==> config.mk <==
export PLATFORM = sky130hd
export DESIGN_NAME = compass_heading_window_turn
export DESIGN_NICKNAME = d
export VERILOG_FILES = /design/src/rtl/core/chwt_pkg.sv /design/src/rtl/core/chwt_eval.sv /design/src/rtl/core/compass_heading_window_turn.sv
export VERILOG_INCLUDE_DIRS = /design/src /design/src/rtl/core
export SDC_FILE = /design/constraint.sdc
export NUM_CORES = 2
export LEC_CHECK = 0
export BUFFER_PORTS_ARGS = -buffer_cell sky130_fd_sc_hd__clkbuf_2
export CAP_MARGIN = 5
export CORE_UTILIZATION = 55
export CTS_CLUSTER_DIAMETER = 80
export DETAILED_ROUTE_END_ITERATION = 8
export GPL_TIMING_DRIVEN = 0
export PLACE_DENSITY = 0.74
export SYNTH_ARGS = -nofsm -noshare
export SYNTH_HDL_FRONTEND = slang
export SYNTH_SLANG_ARGS = --single-unit
==> constraint.sdc <==
create_clock -name clk -period 5.07 [get_ports clk]
set_input_delay 0.7605 -clock clk [delete_from_list [all_inputs] [get_ports clk]]
set_output_delay 0.7605 -clock clk [all_outputs]
set_load 0.02 [all_outputs]
==> src/rtl/core/assert_macros.svh <==
// ----------------------------------------------------------------------------
// assert_macros.svh
// Concurrent assertion helpers, clocked on clk and quiet while rst_n is low.
// ----------------------------------------------------------------------------
`ifndef ASSERT_MACROS_SVH
`define ASSERT_MACROS_SVH

// condition must hold at every clock edge out of reset
`define CHK_ALWAYS(label, cond, msg) \
  label: assert property (@(posedge clk) disable iff (!rst_n) (cond)) else $error(msg);

// antecedent implies consequent sequence starting at the same edge
`define CHK_IMPLIES(label, ante, cons, msg) \
  label: assert property (@(posedge clk) disable iff (!rst_n) (ante) |-> cons) \
    else $error(msg);

`endif

==> src/rtl/core/chwt_pkg.sv <==
// ----------------------------------------------------------------------------
// chwt_pkg
// Shared constants, angle table and stage types for the compass heading block.
// ----------------------------------------------------------------------------
package chwt_pkg;

  // heading resolution and cordic depth
  localparam int FRAC_BITS       = 4;
  localparam int CORDIC_STAGES   = 16;
  localparam int ANGLE_TABLE_LEN = 24;
  localparam int NUM_STAGES      = (CORDIC_STAGES < ANGLE_TABLE_LEN) ?
                                   CORDIC_STAGES : ANGLE_TABLE_LEN;

  // angles in heading units
  localparam int FULL_UNITS     = 360 << FRAC_BITS;
  localparam int HALF_UNITS     = 180 << FRAC_BITS;
  localparam int DEFAULT_WINDOW = 10 << FRAC_BITS;

  // field and datapath widths
  localparam int MAG_W       = 16;
  localparam int XY_W        = MAG_W + 3;
  localparam int Z_W         = 32;
  localparam int HEADING_W   = $clog2(FULL_UNITS + 1);
  localparam int TARGET_W    = 13;
  localparam int WINDOW_W    = 12;
  localparam int CFG_DATA_W  = 13;
  localparam int CFG_INDEX_W = 2;
  localparam int CMP_W       = ((HEADING_W > TARGET_W) ? HEADING_W : TARGET_W) + 2;
  localparam int PROD_W      = Z_W + HEADING_W;

  // configuration register indexes
  localparam logic [CFG_INDEX_W-1:0] CFG_TARGET = 2'd0;
  localparam logic [CFG_INDEX_W-1:0] CFG_WINDOW = 2'd1;

  // half turn as a binary angle
  localparam logic [Z_W-1:0] Z_HALF_TURN = 32'h8000_0000;

  // atan(2^-i) in units of 2^-32 turn
  localparam logic [Z_W-1:0] ATAN_TURNS [ANGLE_TABLE_LEN] = '{
    32'h20000000, 32'h12E4051E, 32'h09FB385B, 32'h051111D4,
    32'h028B0D43, 32'h0145D7E1, 32'h00A2F61E, 32'h00517C55,
    32'h0028BE53, 32'h00145F2F, 32'h000A2F98, 32'h000517CC,
    32'h00028BE6, 32'h000145F3, 32'h0000A2FA, 32'h0000517D,
    32'h000028BE, 32'h0000145F, 32'h00000A30, 32'h00000518,
    32'h0000028C, 32'h00000146, 32'h000000A3, 32'h00000051
  };

  // one cordic pipeline stage
  typedef struct packed {
    logic                   valid;
    logic                   zero;
    logic signed [XY_W-1:0] x;
    logic signed [XY_W-1:0] y;
    logic [Z_W-1:0]         z;
  } cordic_t;

  // configuration as seen by the evaluation pipeline
  typedef struct packed {
    logic [TARGET_W-1:0] target;
    logic [WINDOW_W-1:0] window;
  } cfg_t;

  // one finished result
  typedef struct packed {
    logic                 valid;
    logic [HEADING_W-1:0] heading;
    logic                 on_target;
    logic                 turn_dir;
  } result_t;

endpackage

==> src/rtl/core/chwt_eval.sv <==
// ----------------------------------------------------------------------------
// chwt_eval
// Scales the binary angle to heading units, then runs the window and turn
// tests against the target, in three register stages.
// ----------------------------------------------------------------------------
module chwt_eval (
  input  logic              clk,
  input  logic              rst_n,
  input  chwt_pkg::cordic_t angle_in,
  input  chwt_pkg::cfg_t    cfg,
  output chwt_pkg::result_t res
);

  localparam logic [chwt_pkg::HEADING_W-1:0] FULL_H =
    chwt_pkg::HEADING_W'(chwt_pkg::FULL_UNITS);
  localparam logic signed [chwt_pkg::CMP_W-1:0] FULL_S =
    chwt_pkg::CMP_W'(chwt_pkg::FULL_UNITS);
  localparam logic signed [chwt_pkg::CMP_W-1:0] HALF_S =
    chwt_pkg::CMP_W'(chwt_pkg::HALF_UNITS);
  localparam logic [chwt_pkg::PROD_W-1:0] ROUND_HALF =
    chwt_pkg::PROD_W'(1) << (chwt_pkg::Z_W - 1);

  // multiply stage
  logic                          m_valid_r;
  logic                          m_zero_r;
  logic [chwt_pkg::PROD_W-1:0]   prod_r;
  logic [chwt_pkg::PROD_W-1:0]   prod_nxt;

  // round stage
  logic                          r_valid_r;
  logic [chwt_pkg::HEADING_W-1:0] h_r;
  logic [chwt_pkg::HEADING_W-1:0] h_nxt;
  logic [chwt_pkg::HEADING_W-1:0] d_r;
  logic [chwt_pkg::HEADING_W-1:0] d_nxt;
  logic [chwt_pkg::PROD_W-1:0]    hsum;
  logic [chwt_pkg::HEADING_W-1:0] hraw;
  logic signed [chwt_pkg::CMP_W-1:0] dif;

  // output stage
  chwt_pkg::result_t              res_r;
  logic                           on_nxt;
  logic                           turn_nxt;
  logic signed [chwt_pkg::CMP_W-1:0] d_s;
  logic signed [chwt_pkg::CMP_W-1:0] fold;
  logic signed [chwt_pkg::CMP_W-1:0] h_s;

  // target derived values; user must keep them static while items are in flight
  logic signed [chwt_pkg::CMP_W-1:0] t_raw;
  logic signed [chwt_pkg::CMP_W-1:0] t_c;
  logic signed [chwt_pkg::CMP_W-1:0] t_mod;
  logic signed [chwt_pkg::CMP_W-1:0] p_plus;
  logic signed [chwt_pkg::CMP_W-1:0] p_minus;
  logic signed [chwt_pkg::CMP_W-1:0] w_s;

  // clamp target to a full turn and form the opposite bearings
  always_comb begin
    t_raw   = $signed({{(chwt_pkg::CMP_W - chwt_pkg::TARGET_W){1'b0}}, cfg.target});
    t_c     = (t_raw > FULL_S) ? FULL_S : t_raw;
    t_mod   = (t_c == FULL_S) ? '0 : t_c;
    p_plus  = t_c + HALF_S;
    if (p_plus > FULL_S) begin
      p_plus = p_plus - FULL_S;
    end
    p_minus = t_c - HALF_S;
    if (p_minus < 0) begin
      p_minus = p_minus + FULL_S;
    end
    w_s     = $signed({{(chwt_pkg::CMP_W - chwt_pkg::WINDOW_W){1'b0}}, cfg.window});
  end

  // binary angle times heading units per turn
  assign prod_nxt = {{chwt_pkg::HEADING_W{1'b0}}, angle_in.z} *
                    chwt_pkg::PROD_W'(chwt_pkg::FULL_UNITS);

  always_ff @(posedge clk) begin
    if (!rst_n) begin
      m_valid_r <= 1'b0;
    end else begin
      m_valid_r <= angle_in.valid;
    end
  end

  always_ff @(posedge clk) begin
    m_zero_r <= angle_in.zero;
    prod_r   <= prod_nxt;
  end

  // round half up, wrap a full turn to zero, distance from target
  always_comb begin
    hsum = prod_r + ROUND_HALF;
    hraw = hsum[chwt_pkg::PROD_W-1:chwt_pkg::Z_W];
    if (m_zero_r) begin
      h_nxt = '0;
    end else if (hraw >= FULL_H) begin
      h_nxt = hraw - FULL_H;
    end else begin
      h_nxt = hraw;
    end
    dif = $signed({{(chwt_pkg::CMP_W - chwt_pkg::HEADING_W){1'b0}}, h_nxt}) - t_mod;
    if (dif < 0) begin
      dif = dif + FULL_S;
    end
    d_nxt = dif[chwt_pkg::HEADING_W-1:0];
  end

  always_ff @(posedge clk) begin
    if (!rst_n) begin
      r_valid_r <= 1'b0;
    end else begin
      r_valid_r <= m_valid_r;
    end
  end

  always_ff @(posedge clk) begin
    h_r <= h_nxt;
    d_r <= d_nxt;
  end

  // circular window test and three-way turn rule
  always_comb begin
    d_s  = $signed({{(chwt_pkg::CMP_W - chwt_pkg::HEADING_W){1'b0}}, d_r});
    h_s  = $signed({{(chwt_pkg::CMP_W - chwt_pkg::HEADING_W){1'b0}}, h_r});
    fold = ((FULL_S - d_s) < d_s) ? (FULL_S - d_s) : d_s;
    on_nxt = (fold <= w_s);
    priority if (p_plus <= HALF_S) begin
      turn_nxt = !((h_s < p_plus) || (h_s > t_c));
    end else if (p_minus >= HALF_S) begin
      turn_nxt = (h_s > p_minus) || (h_s < t_c);
    end else begin
      turn_nxt = !(h_s > t_c);
    end
  end

  always_ff @(posedge clk) begin
    if (!rst_n) begin
      res_r.valid <= 1'b0;
    end else begin
      res_r.valid <= r_valid_r;
    end
  end

  always_ff @(posedge clk) begin
    res_r.heading   <= h_r;
    res_r.on_target <= on_nxt;
    res_r.turn_dir  <= turn_nxt;
  end

  assign res = res_r;

endmodule

==> src/rtl/core/compass_heading_window_turn.sv <==
// ----------------------------------------------------------------------------
// compass_heading_window_turn
// Magnetometer heading by pipelined vectoring cordic, with target window and
// turn direction.
// ----------------------------------------------------------------------------
// Usage:
//   input channel: drive in_mag_x / in_mag_y and raise start; the pair is
//   taken at every edge with start high and busy low. busy stays low, so a
//   new pair can be taken at every clock edge.
//   result channel: out_valid is high for exactly one cycle per input pair,
//   with out_heading (1/16 degree, 0..5759), out_on_target and out_turn_dir.
//   results leave in input order.
//   path: an input pair passes one input register, one register per cordic
//   iteration, then the multiply, round and compare registers, before its
//   result shows. throughput is one pair per cycle, set by the fully
//   unrolled cordic pipeline.
//   configuration: cfg_index 0 is the target heading, 1 the window half
//   width; a transfer completes at any edge with cfg_valid high. write it
//   only while no pair is in flight.
//   reset: rst_n low clears all valid bits and loads target 0 and a window
//   of ten degrees; payload registers keep whatever they hold.
//   the receiver takes every result as it comes and cannot stall the pipe.
// ----------------------------------------------------------------------------
`include "assert_macros.svh"

module compass_heading_window_turn (
  input  logic                                 clk,
  input  logic                                 rst_n,
  // input channel
  input  logic                                 start,
  output logic                                 busy,
  input  logic signed [chwt_pkg::MAG_W-1:0]    in_mag_x,
  input  logic signed [chwt_pkg::MAG_W-1:0]    in_mag_y,
  // configuration channel
  input  logic                                 cfg_valid,
  output logic                                 cfg_ready,
  input  logic [chwt_pkg::CFG_INDEX_W-1:0]     cfg_index,
  input  logic [chwt_pkg::CFG_DATA_W-1:0]      cfg_data,
  // result channel
  output logic                                 out_valid,
  output logic [chwt_pkg::HEADING_W-1:0]       out_heading,
  output logic                                 out_on_target,
  output logic                                 out_turn_dir
);

  localparam int LATENCY = chwt_pkg::NUM_STAGES + 4;

  logic [chwt_pkg::TARGET_W-1:0] target_r;
  logic [chwt_pkg::WINDOW_W-1:0] window_r;
  chwt_pkg::cfg_t                cfg;

  chwt_pkg::cordic_t pipe_r   [chwt_pkg::NUM_STAGES+1];
  chwt_pkg::cordic_t pipe_nxt [chwt_pkg::NUM_STAGES+1];

  chwt_pkg::result_t res;
  logic              in_xfer;

  // the pipeline never holds off either side
  assign busy      = 1'b0;
  assign cfg_ready = 1'b1;
  assign in_xfer   = start && !busy;

  // configuration registers
  always_ff @(posedge clk) begin
    if (!rst_n) begin
      target_r <= '0;
      window_r <= chwt_pkg::WINDOW_W'(chwt_pkg::DEFAULT_WINDOW);
    end else if (cfg_valid && cfg_ready) begin
      if (cfg_index == chwt_pkg::CFG_TARGET) begin
        target_r <= cfg_data[chwt_pkg::TARGET_W-1:0];
      end else if (cfg_index == chwt_pkg::CFG_WINDOW) begin
        window_r <= cfg_data[chwt_pkg::WINDOW_W-1:0];
      end
    end
  end

  assign cfg.target = target_r;
  assign cfg.window = window_r;

  // input register: fold the left half plane onto the right
  always_comb begin
    pipe_nxt[0].valid = in_xfer;
    pipe_nxt[0].zero  = (in_mag_x == '0) && (in_mag_y == '0);
    if (in_mag_x < 0) begin
      pipe_nxt[0].x = -chwt_pkg::XY_W'(in_mag_x);
      pipe_nxt[0].y = -chwt_pkg::XY_W'(in_mag_y);
      pipe_nxt[0].z = chwt_pkg::Z_HALF_TURN;
    end else begin
      pipe_nxt[0].x = chwt_pkg::XY_W'(in_mag_x);
      pipe_nxt[0].y = chwt_pkg::XY_W'(in_mag_y);
      pipe_nxt[0].z = '0;
    end
  end

  // one cordic iteration per stage
  for (genvar i = 0; i < chwt_pkg::NUM_STAGES; i++) begin : g_cordic
    logic signed [chwt_pkg::XY_W-1:0] xc;
    logic signed [chwt_pkg::XY_W-1:0] yc;
    logic signed [chwt_pkg::XY_W-1:0] xs;
    logic signed [chwt_pkg::XY_W-1:0] ys;

    always_comb begin
      xc = pipe_r[i].x;
      yc = pipe_r[i].y;
      xs = xc >>> i;
      ys = yc >>> i;
      pipe_nxt[i+1].valid = pipe_r[i].valid;
      pipe_nxt[i+1].zero  = pipe_r[i].zero;
      if (!yc[chwt_pkg::XY_W-1]) begin
        pipe_nxt[i+1].x = xc + ys;
        pipe_nxt[i+1].y = yc - xs;
        pipe_nxt[i+1].z = pipe_r[i].z + chwt_pkg::ATAN_TURNS[i];
      end else begin
        pipe_nxt[i+1].x = xc - ys;
        pipe_nxt[i+1].y = yc + xs;
        pipe_nxt[i+1].z = pipe_r[i].z - chwt_pkg::ATAN_TURNS[i];
      end
    end
  end

  // pipeline registers: valid bits reset, payload free running
  for (genvar s = 0; s <= chwt_pkg::NUM_STAGES; s++) begin : g_pipe
    always_ff @(posedge clk) begin
      if (!rst_n) begin
        pipe_r[s].valid <= 1'b0;
      end else begin
        pipe_r[s].valid <= pipe_nxt[s].valid;
      end
    end

    always_ff @(posedge clk) begin
      pipe_r[s].zero <= pipe_nxt[s].zero;
      pipe_r[s].x    <= pipe_nxt[s].x;
      pipe_r[s].y    <= pipe_nxt[s].y;
      pipe_r[s].z    <= pipe_nxt[s].z;
    end
  end

  // scaling, window and turn evaluation
  chwt_eval u_eval (
    .clk      (clk),
    .rst_n    (rst_n),
    .angle_in (pipe_r[chwt_pkg::NUM_STAGES]),
    .cfg      (cfg),
    .res      (res)
  );

  assign out_valid     = res.valid;
  assign out_heading   = res.heading;
  assign out_on_target = res.on_target;
  assign out_turn_dir  = res.turn_dir;

  // checks
  `CHK_ALWAYS(a_heading_range, !out_valid || (out_heading < chwt_pkg::HEADING_W'(chwt_pkg::FULL_UNITS)), "heading out of range")
  `CHK_IMPLIES(a_latency, in_xfer, ##LATENCY out_valid, "result missing after pipeline latency")
  `CHK_IMPLIES(a_zero_vec, in_xfer && (in_mag_x == '0) && (in_mag_y == '0), ##LATENCY (out_heading == '0), "zero vector heading not zero")

endmodule
# Word level (Yosys, flattened, before mapping)
# Memories as Yosys holds them, arrays and structs flattened.
# Index checks and enable logic that the tools add are counted.
# Widths: inputs -> output; s select.
# classes
mux	46
n_addsub	106
order_cmp	14
mul	1
n_eq_ne	2
n_reduce_logical	10
bitwise	18
# op_table
operator	n
$mux 70	17
$mux 15	4
$mux 13	4
$add 45x32->45 const B	1
$add 19x10->19	2
$add 19x11->19	2
$add 19x12->19	2
$add 19x13->19	2
$add 19x14->19	2
$add 19x15->19	2
$add 19x16->19	2
$add 19x17->19	2
$add 19x18->19	2
$add 19x4->19	2
$add 19x5->19	2
$add 19x6->19	2
$add 19x7->19	2
$add 19x8->19	2
$add 19x9->19	2
$mul 32x6->38 const B	1
$neg 16->19	2
$sub 19x10->19	2
$sub 19x11->19	2
$sub 19x12->19	2
77 further kinds	132
# totals
in_bits	51
mem_count	1
register_bits	108
ram_bits	1224
# memory_table
name	words	word_bits	read_ports	rd_ports_with_merged_regs	write_ports	line	text
pipe_r	17	72	17	0	17	compass_heading_window_turn.sv:52	chwt_pkg::cordic_t pipe_r [chwt_pkg::NUM_STAGES+1];

# Logic depth before layout (Yosys ltp)
# logic_depth
depth_word	9
ltp_mapped	26
ltp_nobuf	25

# By module
# A second synthesis with hierarchy kept.
# unflattened
cells_unflattened	9650
area_unflattened_um2	83996.8
# modules_own_cells
mod	instances	cells_each	area_each_um2
compass_heading_window_turn	1	8763	76251.9
chwt_eval	1	887	7744.9

# Least setup slack after synthesis
# OpenSTA, ideal clock, no wires.
# synth_path
path_type	reg2reg
start	register u_eval.d_r[1] (netlist name)
end	register u_eval.res_r, in the netlist u_eval.res[1]
arrival_ns	5.167
slack_ns	-0.167
stages_incl_launch_ff	27
n_path_buf	1
t_required_ns	5.000
synth_period_minus_slack_ns	5.237
cell_sequence	dfxtp_1 or3_1 or3_1 nor3_1 ha_1 nor3_1 a21oi_1 or3b_2 a41oi_1 o21ai_0 o21ai_0 nand3b_1 o211ai_1 ha_1 buf_1 mux2_2 ha_1 nor2b_1 o21a_1 o21a_1 o21a_1 o21a_1 o21a_1 o21a_1 o21ai_0 a21oi_1 a21oi_1
# synth_between
elab_chain_len	4
# synth_rtl
element	line	text
from (decl)	chwt_eval.sv:33	logic [chwt_pkg::HEADING_W-1:0] d_r;
from (signal assigned)	chwt_eval.sv:116	d_r <= d_nxt;
$sub 13x13->14	chwt_eval.sv:123	fold = ((FULL_S - d_s) < d_s) ? (FULL_S - d_s) : d_s;
$lt 15x14->1	chwt_eval.sv:123	
$mux 15 (*)	chwt_eval.sv:123	
$le 15x13->1 (*)	chwt_eval.sv:124	on_nxt = (fold <= w_s);
named net u_eval.on_nxt	chwt_eval.sv:41	logic on_nxt;
to (decl)	chwt_eval.sv:40	chwt_pkg::result_t res_r;
# Mark *: on every way through the listed nets, which the timed path passes. The rest lies on a longest branch.
# A chain may end at the register's enable or synchronous reset.

# Worst setup path in the final report
# Same ends and word-level chain as after synthesis.

==> impl_metrics.yaml <==
status:
  status: "finished with violations"
  violations: "setup timing"
route:
  vias: 63401
  ant_nets: 0
  initialDrtViolationCount: 3710
  post_drt_via_cell_ratio: 5.66
  drc: 0
  wire_per_inst_microns: 15.9
  finalWirelength_microns: 178000
  dr.pass1.iters: 6
worst_setup_path:
  worst-path-buf-inv: 2
  rrSetupSlack_ps: -80
  start_kind: "flip-flop"
  crit_path_end: "u_eval.res[1]"
  r2r_start: "u_eval.d_r[1]"
  cpMostUsedCell: "o21a_1"
  worstPathMaxFanout: 4
  path_class: "flip-flop to flip-flop"
  startpoint: "u_eval.d_r[1]"
  worst_ep_required_time_ps: 5760
  worstRegToRegCells: 26
  path_delay_family: "compound AO/OA/AOI/OAI gates"
  crit_cells: 26
  crit_arrival_ps: 5830
  max_stage_delay_ps: 380
  r2r_end: "u_eval.res[1]"
  cp-end-kind: "flip-flop"
  slowest_stage: "or3_4"
timing:
  worstMarginPinSlew_ps: 1050
  fin_crit_ps: 5150
  setup_viol: 1
  slew_viol_final: 0
  layout_setup_ws_ps: -77.2
  max_freq_mhz: 194
  finalHoldViolations: 0
  rsz0062_at_grt: "true"
  slew-limit-headroom: 0.295
  fin_skew_ps: 24.9
  post-route-period-util: 1.02
layout:
  fin_util: 0.608
  nets: 10496
  layout_commonest_cell: "ha_1"
  layoutNonFillerInstCount: 11211
  fin_area_sq_mm: 0.0852
  drive_gt1_frac: 0.0501
  area_growth_pct: 9.11
  num_antenna_cells: 0
  layout_common_cells: "ha_1 (1111), dfxtp_1 (1100), nor2_1 (933), xnor2_1 (758), a21oi_1 (626)"
floorplanning:
  io_pins: 69
  core_area_sq_mm: 0.140
  row_count: 137
  initial_core_util: 0.557
  die_y_microns: 379
  die_area_sq_mm: 0.143
  die_w_microns: 379
global_routing:
  grt_pass1_vias: 61265
  antenna_found_initial: 3
  grt_pass1_wl_microns: 293000
  grt_use_total: 0.244
  grt_max_degree: 29
  grt_overflow: 0
placed_design:
  io_buffer_count: 66
  finalWeightedCongestion: 0.945
  dp.cells: 10983
  dp_hpwl_microns: 142000
  postPlaceCellArea_sq_mm: 0.0808
flow_run:
  maxCapViolCount: 0
clock_network:
  cts_max_level: 3
  insertion_delay_ps: 760
  hold_buffers: 0
  clkTransAtPathRegs_ps: 60
  tritoncts: "built"
  clk_path_buf_depth: 3
  tritoncts.num_buffers: 118
  root_buffer: "clkbuf_16"
  cts.sinks: 1114
hold_path:
  hp-class: "input port to flip-flop"
  min_path_cells: 1
synth:
  yosys_warnings: 0
  avgSynthCellArea_sq_um: 8.64
  synth_enable_flop_cells: 0
  synth_area_sq_mm: 0.0781
  ys_ff_latch: 1114
  synth_flop_cell: "dfxtp_1"
  ys_types: 90
  async_flop_share: 0
  ys_seq_area_frac: 0.286
  netlist_instances: 9038
routing by layer:
layer	GRT usage	share of wire
met5	0	0
met1	0.304	0.45
met2	0.431	0.48
met4	0.0867	0.036
met3	0.0266	0.037
metrics by stage:
step           hold WS [ps]  setup TNS, ps  worst slack [ps]
2_1_floorplan           310              0              11.8
3_3_place_gp            310          -5320              -544
3_5_place_dp            312          -7610              -589
4_1_cts                81.5          -96.8             -96.8
5_1_grt                 101           -387              -387
6_report                140          -77.2             -77.2
state kept, by name, summed over array words and instances, names as in the netlist:
name,count
window_r,12
u_eval.res,16
u_eval.d_r,13
u_eval.h_r,13
u_eval.r_valid_r,1
u_eval.m_valid_r,1
u_eval.m_zero_r,1
target_r,13
u_eval.prod_r,14
pipe_r,1030
worst min path at each step:
stage             startpoint             end  slack (ps)
2_1_floorplan  pipe_r[9][70]  pipe_r[10][70]         310
3_3_place_gp   pipe_r[8][70]   pipe_r[9][70]         310
3_5_place_dp   pipe_r[2][70]   pipe_r[3][70]         310
4_1_cts         in_mag_x[15]   pipe_r[0][31]          80
5_1_grt         in_mag_x[15]   pipe_r[0][31]         100
6_report        in_mag_x[15]   pipe_r[0][31]         140
worst reg2reg max path: stages (launching register included):
cell      delay [ps]
dfxtp_2          330
or3_4            380
or3_4            360
nor3_4           150
ha_1             270
buf_4            150
nor3b_1          130
o21ai_1          200
a41oi_2          160
o21ai_2          180
o21ai_1           80
nand3b_1         100
o211ai_1         100
ha_1             350
buf_6            130
mux2_2           350
ha_4             220
nor2b_1          130
o21a_1           160
o21a_1           170
o21a_1           160
o21a_1           170
o21a_1           160
o21a_1           170
o21ai_2          120
a21oi_2           70
a21oi_2          140
cell usage after synthesis, drive strengths merged, types with 184 or more instances:
master	number	area, sq um
a21o	217	1630
a21oi	629	3150
dfxtp	1114	22300
ha	1113	13900
inv	559	2100
nand2	456	1710
nand3	184	921
nor2	934	3510
nor3	304	1530
o21ai	503	2520
xnor2	758	6640
xor2	314	2750
repair_timing:
item,CTS,global route
cloned,0,0
setup endpoints to repair,50,30
setup buffers,11,4
gates resized for setup,31,20
hold endpoints to repair,0,0
pin swaps,7,4
final cells by class:
class	count	area [sq um]
fill	12241	55000
multi-input combinational	7265	53400
sequential	1114	22300
clock buffer	147	3210
tap	1876	2350
inverter	562	2120
clock inverter	71	995
timing repair buffer	81	443
buffer	95	394
cell families (layout without fill, tap and decap cells):
| group | after synthesis | after routing | synth area share |
|---|---|---|---|
| simple gates | 2669 | 2669 | 0.164 |
| fa+ha+maj | 1208 | 1208 | 0.203 |
| other cells | 2 | 5 | 0.0000962 |
| mux | 49 | 49 | 0.00663 |
| buf+inv | 662 | 956 | 0.0321 |
| flops | 1114 | 1114 | 0.286 |
| compound gates | 2262 | 2262 | 0.189 |
| xor+xnor | 1072 | 1072 | 0.120 |
Power is not shown: default switching activity piles up to over one toggle a cycle in this logic, so the estimate is an artifact.
